## src/bfc_pkg.sv

```systemverilog
package bfc_pkg;

    // Graph size and edge multiplicity width
    localparam int LEFT_VERTICES  = 64;
    localparam int RIGHT_VERTICES = 64;
    localparam int MULT_WIDTH     = 16;

    // Field widths of the stream items
    localparam int OP_W     = 2;
    localparam int VIN_W    = 6;
    localparam int BF_W     = 17;
    localparam int STAT_W   = 2;
    localparam int S_DATA_W = 16;
    localparam int M_DATA_W = 24;

    // Derived storage widths
    localparam int LW      = $clog2(LEFT_VERTICES);
    localparam int RW      = (RIGHT_VERTICES > 1) ? $clog2(RIGHT_VERTICES) : 1;
    localparam int CN_W    = $clog2(RIGHT_VERTICES + 1);
    localparam int WCNT_W  = $clog2(LEFT_VERTICES + 1);
    localparam int EDGE_AW = LW + RW;
    localparam int PAIR_AW = 2 * LW;
    localparam int EDGE_DEPTH = 2 ** EDGE_AW;
    localparam int PAIR_DEPTH = 2 ** PAIR_AW;
    localparam int CLR_DEPTH  = (EDGE_DEPTH > PAIR_DEPTH) ? EDGE_DEPTH : PAIR_DEPTH;
    localparam int CLR_W      = $clog2(CLR_DEPTH);

    localparam logic [MULT_WIDTH-1:0] MULT_MAX = '1;
    localparam logic [BF_W-1:0]       BF_MAX   = '1;

    // Operation codes
    localparam logic [OP_W-1:0] OP_INSERT = 2'd0;
    localparam logic [OP_W-1:0] OP_REMOVE = 2'd1;
    localparam logic [OP_W-1:0] OP_QUERY  = 2'd2;

    // Status codes
    localparam logic [STAT_W-1:0] STAT_OK     = 2'd0;
    localparam logic [STAT_W-1:0] STAT_ABSENT = 2'd1;
    localparam logic [STAT_W-1:0] STAT_SAT    = 2'd2;

endpackage

```

## src/bfc_upd_unit.sv

```systemverilog
module bfc_upd_unit (
    input  logic                      is_remove,
    input  logic [bfc_pkg::CN_W-1:0]  cn_in,
    input  logic [bfc_pkg::BF_W-1:0]  bf_a,
    input  logic [bfc_pkg::BF_W-1:0]  bf_b,
    output logic [bfc_pkg::CN_W-1:0]  cn_out,
    output logic [bfc_pkg::BF_W-1:0]  bf_a_out,
    output logic [bfc_pkg::BF_W-1:0]  bf_b_out
);
    import bfc_pkg::*;

    logic [CN_W-1:0] delta;

    function automatic logic [BF_W-1:0] sat_add(logic [BF_W-1:0] bf, logic [CN_W-1:0] d);
        logic [BF_W:0] s;
        s = {1'b0, bf} + (BF_W + 1)'(d);
        sat_add = (s > {1'b0, BF_MAX}) ? BF_MAX : s[BF_W-1:0];
    endfunction

    function automatic logic [BF_W-1:0] sat_sub(logic [BF_W-1:0] bf, logic [CN_W-1:0] d);
        sat_sub = (BF_W'(d) >= bf) ? '0 : bf - BF_W'(d);
    endfunction

    // Insert: move by the count before the increase; remove: after the decrease
    always_comb begin
        if (is_remove) begin
            cn_out   = (cn_in != '0) ? cn_in - 1'b1 : '0;
            delta    = cn_out;
            bf_a_out = sat_sub(bf_a, delta);
            bf_b_out = sat_sub(bf_b, delta);
        end else begin
            cn_out   = cn_in + 1'b1;
            delta    = cn_in;
            bf_a_out = sat_add(bf_a, delta);
            bf_b_out = sat_add(bf_b, delta);
        end
    end

endmodule
```

## config.mk

```make
export PLATFORM = sky130hd
export DESIGN_NAME = bfc_upd_unit
export DESIGN_NICKNAME = d
export VERILOG_FILES = /design/src/bfc_pkg.sv /design/src/bfc_upd_unit.sv
export SDC_FILE = /design/constraint.sdc
export NUM_CORES = 1
export LEC_CHECK = 0
export ABC_AREA = 1
export BUFFER_PORTS_ARGS = -buffer_cell sky130_fd_sc_hd__buf_2
export CORE_MARGIN = 2
export CORE_UTILIZATION = 30
export DETAILED_ROUTE_END_ITERATION = 10
export PLACE_DENSITY = 0.47
export SETUP_SLACK_MARGIN = 0.1
export SYNTH_ARGS = -nofsm -noshare
export SYNTH_HDL_FRONTEND = slang
export SYNTH_SLANG_ARGS = --single-unit
```

## constraint.sdc

```tcl
create_clock -name vclk -period 2.8
set_input_delay 0.28 -clock vclk [all_inputs]
set_output_delay 0.28 -clock vclk [all_outputs]
set_load 0.02 [all_outputs]
```

* Yosys cells after proc, flatten, opt, wreduce, memory -nomap -nowiden *
Index checks and enable logic that the tools add are counted.
Widths: inputs -> output; s select.

word-level totals
  flip-flop bits (word level) = 0
  bits in latches = 0
  memory bits (writable) = 0
  memory bits (read-only) = 0
  bits of input ports = 42
  output and inout port bits = 41
  logic and storage cells = 19
  memories = 0

cells by class
  add/sub/neg operators = 6
  multiply operators = 0
  div/mod/pow operators = 0
  order comparisons = 4
  eq/ne operators = 0
  shifts and indexed selects = 0
  multiplexer cells = 8
  bitwise logic cells = 0
  reductions and logical operators = 1

operators with widths
  cell                  number
  $mux 17               6
  $add 17x7->18         2
  $gt 18x17->1 const B  2
  $ge 7x17->1           2
  $sub 17x7->17         2
  $mux 7                2
  $add 7x1->7 const B   1
  $reduce_bool 7->1     1
  $sub 7x1->7 const B   1

* Depth between registers and ports, before layout *
  word-level depth = 5
  mapped depth = 22
  gate-level depth less buffers = 20

* Least setup slack after synthesis *
OpenSTA, ideal clock, no wires.

  path type = input -> output
  start = input port cn_in[3] (netlist name)
  end = output port bf_b_out[13] (netlist name)
  data arrival time = 2456 ps
  required time = 2520 ps
  slack = 64 ps
  stages = 16
  path buffers = 1
  cells stage by stage = buf_2 -> nor2_1 -> nand2_1 -> inv_1 -> nand3_1 -> inv_1 -> or2_2 -> ha_1 -> nand2_1 -> nor2_2 -> nand2_1 -> nand3_1 -> nand2_1 -> nand3_1 -> nand3_1 -> o21ai_0

on the way
  cells in the longest elaborated chain, start to end = 5
  elaborated cells between the ends (all ways) = 10
  those cells by class = add/sub (3); order compare (2); mux (4); reduce/logical (1)

RTL lines
  element                                                RTL line            source
  start, declared                                        bfc_upd_unit.sv:3   input logic [bfc_pkg::CN_W-1:0] cn_in,
  branches (longest 4 deep; another with $add 17x7->18)  n/a
  $mux 17 (*)                                            bfc_upd_unit.sv:26  if (is_remove) begin
  end, declared                                          bfc_upd_unit.sv:8   output logic [bfc_pkg::BF_W-1:0] bf_b_out

Mark *: on every way between the ends.

* Worst setup path in the final report *
  start = input port cn_in[1] (netlist name)
  end = output port bf_b_out[10] (netlist name)

The elaborated chain is that of the path after synthesis.

==> results.toml <==
[sta]
slew_viol_final = 0
max_freq_mhz = 366.0
finalSetupViolCount = 0
finalHoldViolCount = 0
max_slew_margin = 0.6484
holdWs_ns = 1.002
rsz0062_at_grt = "true"
worstMarginPinSlew_ns = 0.5268
setup-tns-final_ns = 0
fin_crit_sh = 0.9758
period_needed_ns = 2.732
setup_slack_ns = 0.06775

[detailed_routing]
antenna_left = 0
drt_iter0_markers = 324
met3WireLength_um = 443
drtPass1Iterations = 5
remaining_drc_errors = 0
drt-met1-wl_mm = 7.152
routed_via_density = 4.838
dr_wl_met2_mm = 6.816
top_layer_used = "met4"
vias = 5210
wire_per_inst_um = 13.47
wirelength_mm = 14.51

[die]
fp.dieW_um = 116.1
core_um2 = 12160
row_count = 40
die_y_um = 116.1
die_area_um2 = 13480
io-pin-count = 83
initial_utilization = 0.3100

[status]
status = "finished clean"

[logic_synthesis]
yosysUniqueCellTypes = 34
syn_inst = 755
netlist.area_leader.share = 0.2848
ys.warnings.count = 0
synth_fp_nets = 834
synth_area_leaders = "nand2_1 28%, nand3_1 11%, ha_1 11%"
syn_avg_cell_area_um2 = 4.993
yosysSeqAreaShare = 0
netlist.top_cell.by_area = "nand2_1"
synthTopCellsByCount = "286 x nand2_1, 106 x inv_1, 86 x nand3_1, 67 x nor2_1, 34 x o21ai_0"
synth.most_common_cell = "nand2_1"
syn_area_um2 = 3770

[global_route]
gr-total-overflow = 0
grt_usage = 0.2089
grt_max_degree = 17
grt_pass1_vias = 4707
grt_pass1_wl_mm = 22.99
antenna_found_initial = 0

[cells_and_area]
num-nets-final = 990
area_growth_pct = 54.90
regArea_um2 = 0
diodes = 0
n_clock_buffer = 0
instances_no_fill = 1077
seq_cells = 0
fill_cells = 1320
drive_above_1_share = 0.3487
multi_input_area_um2 = 3810

[pwr]
power.total_mw = 1.270
power.density_nw_per_um2 = 217.5
power_leakage_nw = 3.160
ir_drop_mv = 0.1351

[placed_design]
place_congestion = 0.9024
portBuffers = 83
hpwlAfterDp_mm = 11.82
place_inst = 1058
post-place-ws_ns = -0.2512

[setup_path]
path_max_fanout = 5
arrival_ns = 2.45
startpoint_type = "input pin"
critical_path_class = "in -> out"
cp_data_required_time_ns = 2.52
crit_path_end_kind = "primary output"

[worst_hold_path]
hold_class = "in -> out"

[job]
maxCapViolations = 0

[clock_tree]
postCtsHoldBufs = 0
## layout by cell type (no fill, tap or decap), types with 15 or more instances in the layout
cell type	Yosys	routed
nor2_1	67	53
nand2_2	22	57
buf_4	3	76
nand2_4	0	15
buf_6	4	45
xor2_1	19	17
a21oi_1	24	21
inv_1	106	97
o21ai_0	34	22
ha_1	33	21
nand2_1	286	236
nand3_1	86	75
buf_2	4	43
## kinds of logic after synthesis
family	after synthesis	share of synthesized area
and+or+nand+nor	507	0.5868
AOI/OAI and AO/OA	64	0.08895
adders and majority gates	37	0.1308
xor gates and xnor gates	23	0.05343
buffers and inverters	124	0.1401
## timing repair
item	in CTS	in global routing
setup buffers	14	5
setup endpoints to repair	34	34
pin swaps	29	38
cloned	2	0
resized for setup	146	100
## through the flow
stage | utilization | instance area [um2]
2_1_floorplan | - | 3785
3_3_place_gp | 0.3966 | 4823
3_5_place_dp | 0.3966 | 4823
4_1_cts | 0.4480 | 5449
5_1_grt | 0.4801 | 5839
6_report | 0.4801 | 5839
## per-layer routing
| layer | global-route usage | up-vias |
|---|---|---|
| li1 | - | 2701 |
| met1 | 0.3045 | 2394 |
| met2 | 0.3595 | 106 |
| met3 | 0.007265 | 9 |
| met4 | 0.01429 | 0 |
| met5 | 0 | - |
## worst max-delay path, stage by stage
cell and delay [ns]:
buf_6 0.11, inv_6 0.06, ha_4 0.17, inv_4 0.05
o21ai_4 0.15, nand3_4 0.09, buf_6 0.13, ha_4 0.31
inv_2 0.06, nor2_4 0.10, nand2_1 0.07, nor2_1 0.11
nand3_1 0.13, nand2_4 0.12, nor2_4 0.05, buf_6 0.13
buf_16 0.13, nand2_2 0.05, nand2_2 0.05, buf_6 0.12
## power breakdown
part	switching, mW	leakage [nW]	total, mW	internal [mW]
clock	0	0	0	0
sequential	0	0	0	0
combinational	0.719	3.16	1.27	0.551
total	0.719	3.16	1.27	0.551
## cell type report
class,count,share of cell area
inverter,108,0.07371
timing repair buffer,169,0.2363
tap,168,0.03600
multi-input combinational,631,0.6525
timing repair inverter,1,0.001500
## path summary, 6_finish.rpt
check,startpoint,endpoint,slack [ns],depth (start not counted)
max,cn_in[1],bf_b_out[10],0.07,20
min,cn_in[0],cn_out[0],1.00,4
Power figures use the tool's default switching activity.
