## config.mk

```make
export PLATFORM = sky130hd
export DESIGN_NAME = bfc_ram
export DESIGN_NICKNAME = d
export VERILOG_FILES = /design/src/bfc_ram.sv
export SDC_FILE = /design/constraint.sdc
export NUM_CORES = 1
export LEC_CHECK = 0
export ABC_AREA = 0
export BUFFER_PORTS_ARGS = -buffer_cell sky130_fd_sc_hd__buf_2
export CAP_MARGIN = 20
export CORE_ASPECT_RATIO = 0.75
export CORE_MARGIN = 2
export CORE_UTILIZATION = 40
export CTS_CLUSTER_DIAMETER = 150
export DETAILED_ROUTE_END_ITERATION = 10
export PLACE_DENSITY_LB_ADDON = 0.08
export SETUP_SLACK_MARGIN = 0.02
export SYNTH_ARGS = -nofsm -noshare
export SYNTH_HDL_FRONTEND = slang
export SYNTH_SLANG_ARGS = --single-unit
```

## constraint.sdc

```tcl
create_clock -name aclk -period 5.15 [get_ports aclk]
set_clock_uncertainty 0.2 [all_clocks]
set_input_delay 1.03 -clock aclk [delete_from_list [all_inputs] [get_ports aclk]]
set_output_delay 1.03 -clock aclk [all_outputs]
set_load 0.02 [all_outputs]
```

## src/bfc_ram.sv

```systemverilog
module bfc_ram #(
    parameter int WIDTH = 8,
    parameter int DEPTH = 64
) (
    input  logic                     aclk,
    input  logic                     wr_en,
    input  logic [$clog2(DEPTH)-1:0] wr_addr,
    input  logic [WIDTH-1:0]         wr_data,
    input  logic [$clog2(DEPTH)-1:0] rd_addr,
    output logic [WIDTH-1:0]         rd_data
);

    logic [WIDTH-1:0] mem [DEPTH];

    always_ff @(posedge aclk) begin
        if (wr_en) begin
            mem[wr_addr] <= wr_data;
        end
        rd_data <= mem[rd_addr];
    end

endmodule

```

== After elaboration in Yosys (flattened, before gate mapping) ==
Memories as Yosys holds them, arrays and structs flattened. A register that Yosys moved wholly into a read port is not among the register bits.
Cells that the tools add are included.
Storage, ports and cells
  bits in registers: 0
  memory bits (writable): 512
  bits of input ports: 22
  output and inout port bits: 8
  logic and storage cells: 3
  memories kept: 1
Memory list
  mem: words 64, width 8, rd ports 1, clocked after memory_dff 1, write ports 1, RTL line 13  | logic [WIDTH-1:0] mem [DEPTH];
Cells by class
  mux-type cells: 2
Operators with widths (number)
  two-way mux 1 bit: 2

== Logic depth before layout (Yosys ltp) ==
Gate-level depths: netlist of run 1.
  depth after elaboration: 2
  mapped depth: 9
  depth with buffers taken out: 5

== Worst setup path before layout of run 1 ==
No wires, ideal clock.
  path type: input to register
  start point: input port rd_addr[1]
  end point: register rd_data[3] (read register of mem)
  arrival time: 2570 ps
  path slack: 2252 ps
  stages: 7
  buffers on the path: 3
  cells stage by stage: buf_4 > buf_2 > buf_2 > mux4_2 > mux4_2 > o21ai_1 > o41ai_1
RTL lines
  from (decl): RTL line 9  | input logic [$clog2(DEPTH)-1:0] rd_addr,
  to (decl): RTL line 10  | output logic [WIDTH-1:0] rd_data

==> impl_metrics.toml, run 1 <==
[routing]
drt_pass1_iterations = 5
first_iter_violations = 1008
vias_per_cell = 5.563
drc = 0
vias = 9429
postRouteAntennaNets = 0
drt-total-wl_um = 48990
wl_per_cell_um = 28.90

[power_and_ir_drop]
comb_power_share = 0.051
clock_power_share = 0.417
pwr-share-seq = 0.533
p_int_mw = 6.937
swShare = 0.2136
max-vdd-ir-drop_v = 0.0002924
p_leak_nw = 6.998
switching_power_mw = 1.884
cellPowerDensity_nw_per_um2 = 388.6

[sta]
worst_pin_slew_ns = 1.082
period_share = 0.6169
hold_violations = 0
rsz0062_at_grt = "false"
worst_hold_slack_ns = 0.6439
setup_viol = 0
period_needed_ns = 3.177
relSlewSlack = 0.2760
fmax_mhz = 314.7
timing.final.max_slew_violations = 0
finalSetupTns_ns = 0

[cts]
cts.sinks = 520
insertion_delay_ns = 0.60
cts_tree = "built"
root_buffer = "clkbuf_16"
cts_resized = 0
cts_buffers = 53
clock_path_buffers = 3
post-cts-setup-buffer-count = 0
htree_levels = 2
ctsHoldBuffers = 0
clkTransAtPathRegs_ns = 0.06

[grt]
grt_pass1_vias = 9726
grtUsageTotal = 0.1921
grt_antenna_before_repair = 2
grt_max_degree = 65
overflow = 0
grt_pass1_wl_um = 71040

[placement]
place_hpwl_um = 29700
io_buffer_count = 29
gp_congestion = 0.7504

[hold_path]
hold_path.class = "reg2reg"
hp-start = "mem[34][1]"
hold_depth = 4
holdPathEnd = "rd_data[1]"

[floorplanning]
rows = 71
ios = 30
start_util = 0.4039
dieArea_sq_um = 52250
die_h_um = 198.5
die_w_um = 263.3
coreArea_sq_um = 49930

[critical_path]
path_cells = "buf_4 > buf_12 > mux4_2 > nand3_1 > o2111ai_1 > nand2_1 > o2bb2ai_1"
crit_path_max_fanout = 60
required_ns = 5.42
startpoint_type = "input pin"
r2r_end = "rd_data[1]"
endpoint_kind = "flip-flop"
cp_slowest_stage_delay_ns = 0.71
reg2reg_from = "mem[28][1]"
slowest_stage = "buf_4"
crit_arrival_ns = 3.44
criticalPathCategory = "in2reg"
ff2ff_path_depth = 5
r2r_slack_ns = 2.87

[outcome]
outcome = "finished clean"

[synth]
synth_area_sq_um = 20170
synth_nets = 962
ys_seq_elements = 520
ys_types = 40
synthCells = 940
synth.avg_cell_area_sq_um = 21.45
ys_warn_count = 0
seq_area_frac_synth = 0.7703

[final_layout]
drive_above_1_share = 0.2575
syn2layout_area_growth_pct = 12.55
finalNetCount = 1017

[job]
maxCapViolCount = 0
[cells in the mapped netlist, drive strengths merged]
library cell  instances  area, sq um
o32ai                 2        17.52
mux2i                23        230.2
o41ai                 2        17.52
clkbuf               17        63.81
a221oi                6        52.55
nand3                13        65.06
a22oi                 3        22.52
o21a                  2        15.01
nand3b                3        22.52
nor2b                14        87.58
edfxtp              512        15370
nor3                  7        35.03
dfxtp                 8        160.2
mux2                 13        146.4
o2111ai               3        26.28
nand2b                7        43.79
a21oi                 3        15.01
o21ai                 4        20.02
a211oi                4        30.03
a2111oi               2        17.52
nand4b                1        8.760
nand2                19        71.32
nor4                  2        12.51
o221a                 2        22.52
mux4                126         2838
buf                  34        252.7
nor2                 83        311.6
o22ai                 8        50.05
and2                  1        6.260
nand4                 2        12.51
o311ai                1        8.760
o221ai                8        70.07
or3                   1        6.260
o2bb2ai               3        26.28
a31oi                 1        6.260
[cells by family (layout without fill, tap and decap cells)]
| logic type | after synthesis | count (layout) | share of synthesized area |
|---|---|---|---|
| simple gates | 153 | 153 | 0.03387 |
| mux | 162 | 162 | 0.1594 |
| buf+inv | 51 | 148 | 0.01570 |
| other cells | 0 | 1 | 0 |
| compound gates | 54 | 54 | 0.02072 |
| flops | 520 | 520 | 0.7703 |
[state kept, by name, indices dropped and copies added (netlist names)]
register,count
rd_data,8
mem,512
[worst max-delay path, delay by kind of cell]
family / cells / cell delay [ns]
multiplexers: 1 / 0.36
AO/OA/AOI/OAI: 2 / 0.50
buffers and inverters: 2 / 1.04
AND/OR/NAND/NOR: 2 / 0.36
[layer usage]
metal  GRT usage  part of all wire  vias to the layer above
met5           0           0.00027                        -
met4     0.04995             0.019                        2
met3     0.03144             0.057                       74
met2      0.2835              0.44                      265
met1      0.2978              0.48                     5051
li1            -                 -                     4037
[how the worst max path moves through the flow]
stage,endpoint,cells past startpoint,start,slack (ns)
6_report,rd_data[1],7,rd_addr[1],1.97
2_1_floorplan,rd_data[3],7,rd_addr[1],2.25
5_1_grt,rd_data[2],8,rd_addr[0],1.74
3_5_place_dp,rd_data[4],7,rd_addr[0],1.22
4_1_cts,rd_data[4],7,rd_addr[0],1.81
3_3_place_gp,rd_data[4],7,rd_addr[0],1.25
[layout make-up]
cell class | count | area, sq um
Clock inverter | 26 | 178.9
Timing Repair Buffer | 51 | 366.6
Fill cell | 4235 | 27230
Sequential cell | 520 | 15530
Tap cell | 657 | 822.0
Clock buffer | 71 | 1466
Antenna cell | 1 | 2.502
Multi-Input combinational cell | 369 | 4325
[per-stage QoR]
| stage | cells | power [mW] | utilization | cell area (sq um) | setup slack (ns) |
|---|---|---|---|---|---|
| 6_report | 1695 | 8.821 | 0.4546 | 22700 | 1.973 |
| 4_1_cts | 1693 | 8.905 | 0.4543 | 22680 | 1.811 |
| 5_1_grt | 1694 | 9.091 | 0.4546 | 22690 | 1.739 |
| 3_3_place_gp | 1595 | 5.242 | 0.4210 | 21020 | 1.248 |
| 2_1_floorplan | 940 | 5.041 | - | 20170 | 2.252 |
| 3_5_place_dp | 1596 | 5.246 | 0.4214 | 21040 | 1.224 |
[placed cells by master, fill, tap and decap left out, types with 5 or more instances in the layout]
cell type | synthesis | layout
nand2_1 | 19 | 19
o22ai_1 | 8 | 8
mux2i_1 | 23 | 23
o221ai_1 | 8 | 8
clkbuf_1 | 17 | 13
nor2_1 | 83 | 83
dfxtp_1 | 8 | 8
buf_2 | 11 | 26
nand3_1 | 13 | 13
buf_4 | 13 | 20
clkinv_1 | 0 | 11
nor3_1 | 7 | 5
mux4_2 | 126 | 126
nand2b_1 | 7 | 7
nor2b_1 | 14 | 14
clkinv_2 | 0 | 9
a221oi_1 | 6 | 6
mux2_2 | 13 | 13
clkbuf_16 | 0 | 55
edfxtp_1 | 512 | 512
[power groups by stage]
stage	Clock [mW]	Combinational, mW	Sequential [mW]
finish	3.67	0.446	4.70
CTS	3.75	0.457	4.70
floorplan	0	0.250	4.79
global placement	0	0.451	4.79
detailed placement	0	0.455	4.79
global route	3.91	0.484	4.70
(Power assumes the default switching activity.)
==> run 2: changes to the inputs <==
Clock period 5.15 ns to 2.6 ns, I/O delays scaled along.
==> run 2 against run 1 <==
Effect of this change: wire length increased by 0.79%; non-clock buffer count increased by 134; critical path depth decreased by 1; combinational power increased by 120%; die area unchanged; sequential cell count unchanged; sequential power increased by 98%; via count increased by 5.7%; largest cell class unchanged; largest power group unchanged; highest routed layer is now met4.
==> impl_metrics.toml, run 2 (synthesized netlist as in run 1, its figures left out) <==
[power_and_ir_drop]
clock_power_share = 0.409
swShare = 0.2101
p_leak_nw = 7.712
cellPowerDensity_nw_per_um2 = 733.0
p_int_mw = 13.77
comb_power_share = 0.057
max-vdd-ir-drop_v = 0.0005597
total_power_mw = 17.43
pwr-share-seq = 0.534
switching_power_mw = 3.662

[routing]
top_layer_used = "met4"
drt-total-wl_um = 49370
drt_pass1_iterations = 7
vias_per_cell = 5.464
wl_met3_um = 2558
wl_per_cell_um = 27.07
postRouteAntennaNets = 0
vias = 9966
wl_met1_um = 24300
met2_length_um = 21450
drc = 0
first_iter_violations = 1003

[final_layout]
multi_input_area_sq_um = 4315
layout.cells.non_filler = 1824
drive_above_1_share = 0.3350
layout_common_cells = "512 x edfxtp_1, 143 x buf_4, 126 x mux4_2"
n_antenna_cell = 0
n_fill_cell = 4164
reg_top3 = "mem x512, rd_data x8"
largest_reg_flops = 512
syn2layout_area_growth_pct = 17.91
regArea_sq_um = 15530
final_common_cell = "edfxtp_1"
finalNetCount = 1150
top_register = "mem"

[cts]
clock_path_buffers = 3
root_buffer = "clkbuf_16"
cts_resized = 0
post-cts-setup-buffer-count = 0
cts.sinks = 520
clkTransAtPathRegs_ns = 0.06
insertion_delay_ns = 0.59
cts_buffers = 52
htree_levels = 2
cts_tree = "built"
ctsHoldBuffers = 0

[critical_path]
criticalPathCategory = "in2reg"
cpLargestDelayFamily = "multiplexers"
path_buf_inv = 2
endpoint_kind = "flip-flop"
cp_slowest_stage_delay_ns = 0.55
r2r_slack_ns = 0.22
cp_common_cell = "mux4_2"
required_ns = 2.84
crit_path_max_fanout = 24
path_cells = "buf_8 > buf_12 > mux4_2 > mux4_2 > o21ai_0 > nand2_1"
startpoint_type = "input pin"
slowest_stage = "mux4_2"
crit_arrival_ns = 2.65

[placement]
dp.cells = 1731
io_buffer_count = 29
post-place-ws_ns = -0.4477
place_hpwl_um = 31410
gp_congestion = 0.7521

[floorplanning]
ios = 30
start_util = 0.4039
die_h_um = 198.5
die_w_um = 263.3
dieArea_sq_um = 52250
coreArea_sq_um = 49930
rows = 71

[grt]
grt_pass1_vias = 10100
grt_pass1_wl_um = 71480
overflow = 0
grt_antenna_before_repair = 0
grtUsageTotal = 0.1920
grt_max_degree = 65

[sta]
hold_violations = 0
period_needed_ns = 2.410
rsz0062_at_grt = "false"
relSlewSlack = 0.4560
fin_ws_ns = 0.1898
period_share = 0.9270
fmax_mhz = 414.9
setup_viol = 0
timing.final.max_slew_violations = 0
worst_pin_slew_ns = 0.8160

[outcome]
outcome = "finished clean"

[job]
maxCapViolCount = 0

[hold_path]
hold_path.class = "in2reg"
==> run 2: cell types whose count changed in the layout (fill, tap and decap cells not counted), moves of 2 or more <==
cell / change
buf_12: +12
buf_4: +123
clkbuf_1: +5
clkbuf_16: -2
clkinv_2: -3
clkinvlp_4: -2
nor3_1: +2
nor3_2: -2
==> run 2: path summary, 6_finish.rpt <==
check / cells past startpoint / startpoint / to
worst max-delay path: 6 / rd_addr[0] / rd_data[7]
worst max register to register: 6 / mem[29][6] / rd_data[6]
worst min-delay path: 2 / wr_data[1] / mem[20][1]
worst min register to register: 3 / mem[26][6] / rd_data[6]
==> run 2: power groups by stage <==
stage	Sequential (mW)	Combinational (mW)	Clock, mW
after floorplan	9.49	0.494	0
after global placement	9.48	1.00	0
after detailed placement	9.48	1.01	0
after CTS	9.31	1.01	7.31
after global routing	9.31	1.06	7.61
final	9.31	0.995	7.13
==> run 2: through the flow <==
step | util | instance area, sq um | hold WS (ns) | setup TNS, ns
after floorplan | - | 20170 | 0.4189 | 0
after global placement | 0.4445 | 22190 | 0.5968 | -2.353
after detailed placement | 0.4445 | 22190 | 0.6174 | -2.270
after CTS | 0.4763 | 23780 | 0.1714 | 0
after global routing | 0.4763 | 23780 | 0.2164 | 0
final | 0.4763 | 23780 | 0.2141 | 0
==> run 2: layout make-up <==
class,instances,area share
Sequential cell,520,0.6533
Multi-Input combinational cell,369,0.1815
Timing Repair Buffer,185,0.06388
Clock buffer,73,0.05977
Tap cell,657,0.03457
Clock inverter,20,0.006998
==> run 2: worst reg2reg max path, delay by kind of cell (launching register included) <==
kind / cells / cell delay [ns]
AOI/OAI and AO/OA: 2 / 0.37
buffers and inverters: 1 / 0.18
DFF: 1 / 0.35
muxes: 2 / 0.77
and+or+nand+nor: 1 / 0.38
==> run 2: routing by layer <==
metal | vias up | track usage
met3 | 70 | 0.03194
met5 | - | 0
met1 | 5336 | 0.2963
li1 | 4296 | -
met4 | 0 | 0.05630
met2 | 264 | 0.2814
==> run 3: changes to the inputs <==
==> constraint.sdc (replaced) <==
create_clock -name aclk -period 2.6 [get_ports aclk]
set_clock_uncertainty 0.2 [all_clocks]
set_input_delay 0.26 -clock aclk [delete_from_list [all_inputs] [get_ports aclk]]
set_output_delay 0.26 -clock aclk [all_outputs]
set_load 0.02 [all_outputs]
==> run 3 against run 2 <==
Effect of this change: worst setup slack gained 0.044 ns; critical path depth fell by 1; die area did not move; final cell count is 1.3% lower.
==> impl_metrics.toml, run 3 (synthesized netlist as in run 1, its figures left out) <==
[outcome]
outcome = "finished clean"

[placement]
place_hpwl_um = 32410
post-place-ws_ns = -0.6542
io_buffer_count = 29
dp.cells = 1703
gp_congestion = 0.7781
dpl_cell_area_sq_um = 21980

[critical_path]
criticalPathCategory = "reg2reg"
ff2ff_path_depth = 5
setup.worst_path.end = "rd_data[1]"
r2r_end = "rd_data[1]"
reg2reg_from = "mem[3][1]"
crit_path_max_fanout = 1
r2r_slack_ns = 0.23
required_ns = 2.82
crit_arrival_ns = 2.59
endpoint_kind = "flip-flop"
critPathLaunch = "mem[3][1]"
startpoint_type = "flip-flop"

[cts]
root_buffer = "clkbuf_16"
cts_buffers = 50
clkTransAtPathRegs_ns = 0.06
insertion_delay_ns = 0.59
cts.sinks = 520
htree_levels = 2
cts_tree = "built"
clock_path_buffers = 3

[final_layout]
syn2layout_area_growth_pct = 17.45
final_common_cell = "edfxtp_1"
finalNetCount = 1126
largest_reg_flops = 512
reg_top3 = "mem x512, rd_data x8"
layout.cells.non_filler = 1800
drive_above_1_share = 0.3237
n_antenna_cell = 0
final_area_sq_um = 23690
n_fill_cell = 4170
top_register = "mem"
layout_common_cells = "512 x edfxtp_1, 126 x mux4_2, 115 x buf_4"

[routing]
drt_pass1_iterations = 5
wl_per_cell_um = 27.79
drt-total-wl_um = 50030
top_layer_used = "met4"
drc = 0
vias = 9911
postRouteAntennaNets = 0
wl_met3_um = 3111
first_iter_violations = 947
vias_per_cell = 5.506
met2_length_um = 21710
wl_met1_um = 24330

[sta]
hold_violations = 0
fmax_mhz = 422.5
period_share = 0.9102
relSlewSlack = 0.4547
fin_ws_ns = 0.2334
period_needed_ns = 2.367
setup_viol = 0
timing.final.max_slew_violations = 0
worst_pin_slew_ns = 0.8179
rsz0062_at_grt = "false"

[hold_path]
hold_path.class = "in2reg"

[floorplanning]
dieArea_sq_um = 52250
ios = 30
rows = 71
coreArea_sq_um = 49930
start_util = 0.4039
die_w_um = 263.3
die_h_um = 198.5

[power_and_ir_drop]
cellPowerDensity_nw_per_um2 = 744.1
max-vdd-ir-drop_v = 0.0005116
p_leak_nw = 7.624

[grt]
grt_pass1_vias = 10055
grtUsageTotal = 0.1962
overflow = 0
grt_pass1_wl_um = 72730
grt_max_degree = 65
grt_antenna_before_repair = 1

[job]
maxCapViolCount = 0
run 3: worst max-delay path, stage by stage, from the launching register on:
cell       delay, ns
edfxtp_1        0.37
mux4_2          0.50
mux4_2          0.48
nor2_1          0.33
nor3_1          0.15
o2bb2ai_1       0.16
run 3: metrics by stage:
stage / power, mW / hold WS (ns) / TNS, ns / utilization
2_1_floorplan: 9.984 / 0.1589 / 0 / -
3_3_place_gp: 10.48 / 0.5102 / -1.079 / 0.4403
3_5_place_dp: 10.48 / 0.5083 / -1.144 / 0.4403
4_1_cts: 17.84 / 0.005448 / 0 / 0.4744
5_1_grt: 18.21 / 0.03645 / 0 / 0.4744
6_report: 17.62 / 0.04646 / 0 / 0.4744
run 3: final cells by class:
type	instances	area (sq um)	area share
Clock buffer	66	1363	0.05752
Clock inverter	25	270.3	0.01141
Multi-Input combinational cell	369	4328	0.1827
Sequential cell	520	15530	0.6559
Tap cell	657	822.0	0.03470
Timing Repair Buffer	163	1369	0.05779
run 3: power breakdown:
part / switching (mW) / internal [mW] / total [mW]
clock network: 3.06 / 4.27 / 7.33
registers: 0.0357 / 9.28 / 9.31
logic: 0.587 / 0.399 / 0.986
total: 3.68 / 13.9 / 17.6
run 3: what timing repair did:
action / in CTS / in global routing
endpoints found under the hold margin: 95 / 0
buffers inserted: 0 / 0
hold buffers: 6 / 0
resized for setup: 2 / 0
setup endpoints to repair: 2 / 0
run 3: metal layers:
layer,vias up,GRT usage
met4,0,0.04847
met2,306,0.2850
met1,5301,0.3041
met5,-,0
li1,4254,-
met3,50,0.03924
run 3: how the worst min path moves through the flow:
stage                from    endpoint  slack, ns  cells after the start
2_1_floorplan  wr_data[0]   mem[0][0]       0.16                      0
3_3_place_gp   rd_data[2]  rd_data[2]       0.51                      1
3_5_place_dp   rd_data[2]  rd_data[2]       0.51                      1
4_1_cts             wr_en  mem[52][7]      0.005                      3
5_1_grt        rd_addr[4]  rd_data[1]       0.04                      3
6_report       rd_addr[4]  rd_data[1]       0.05                      3
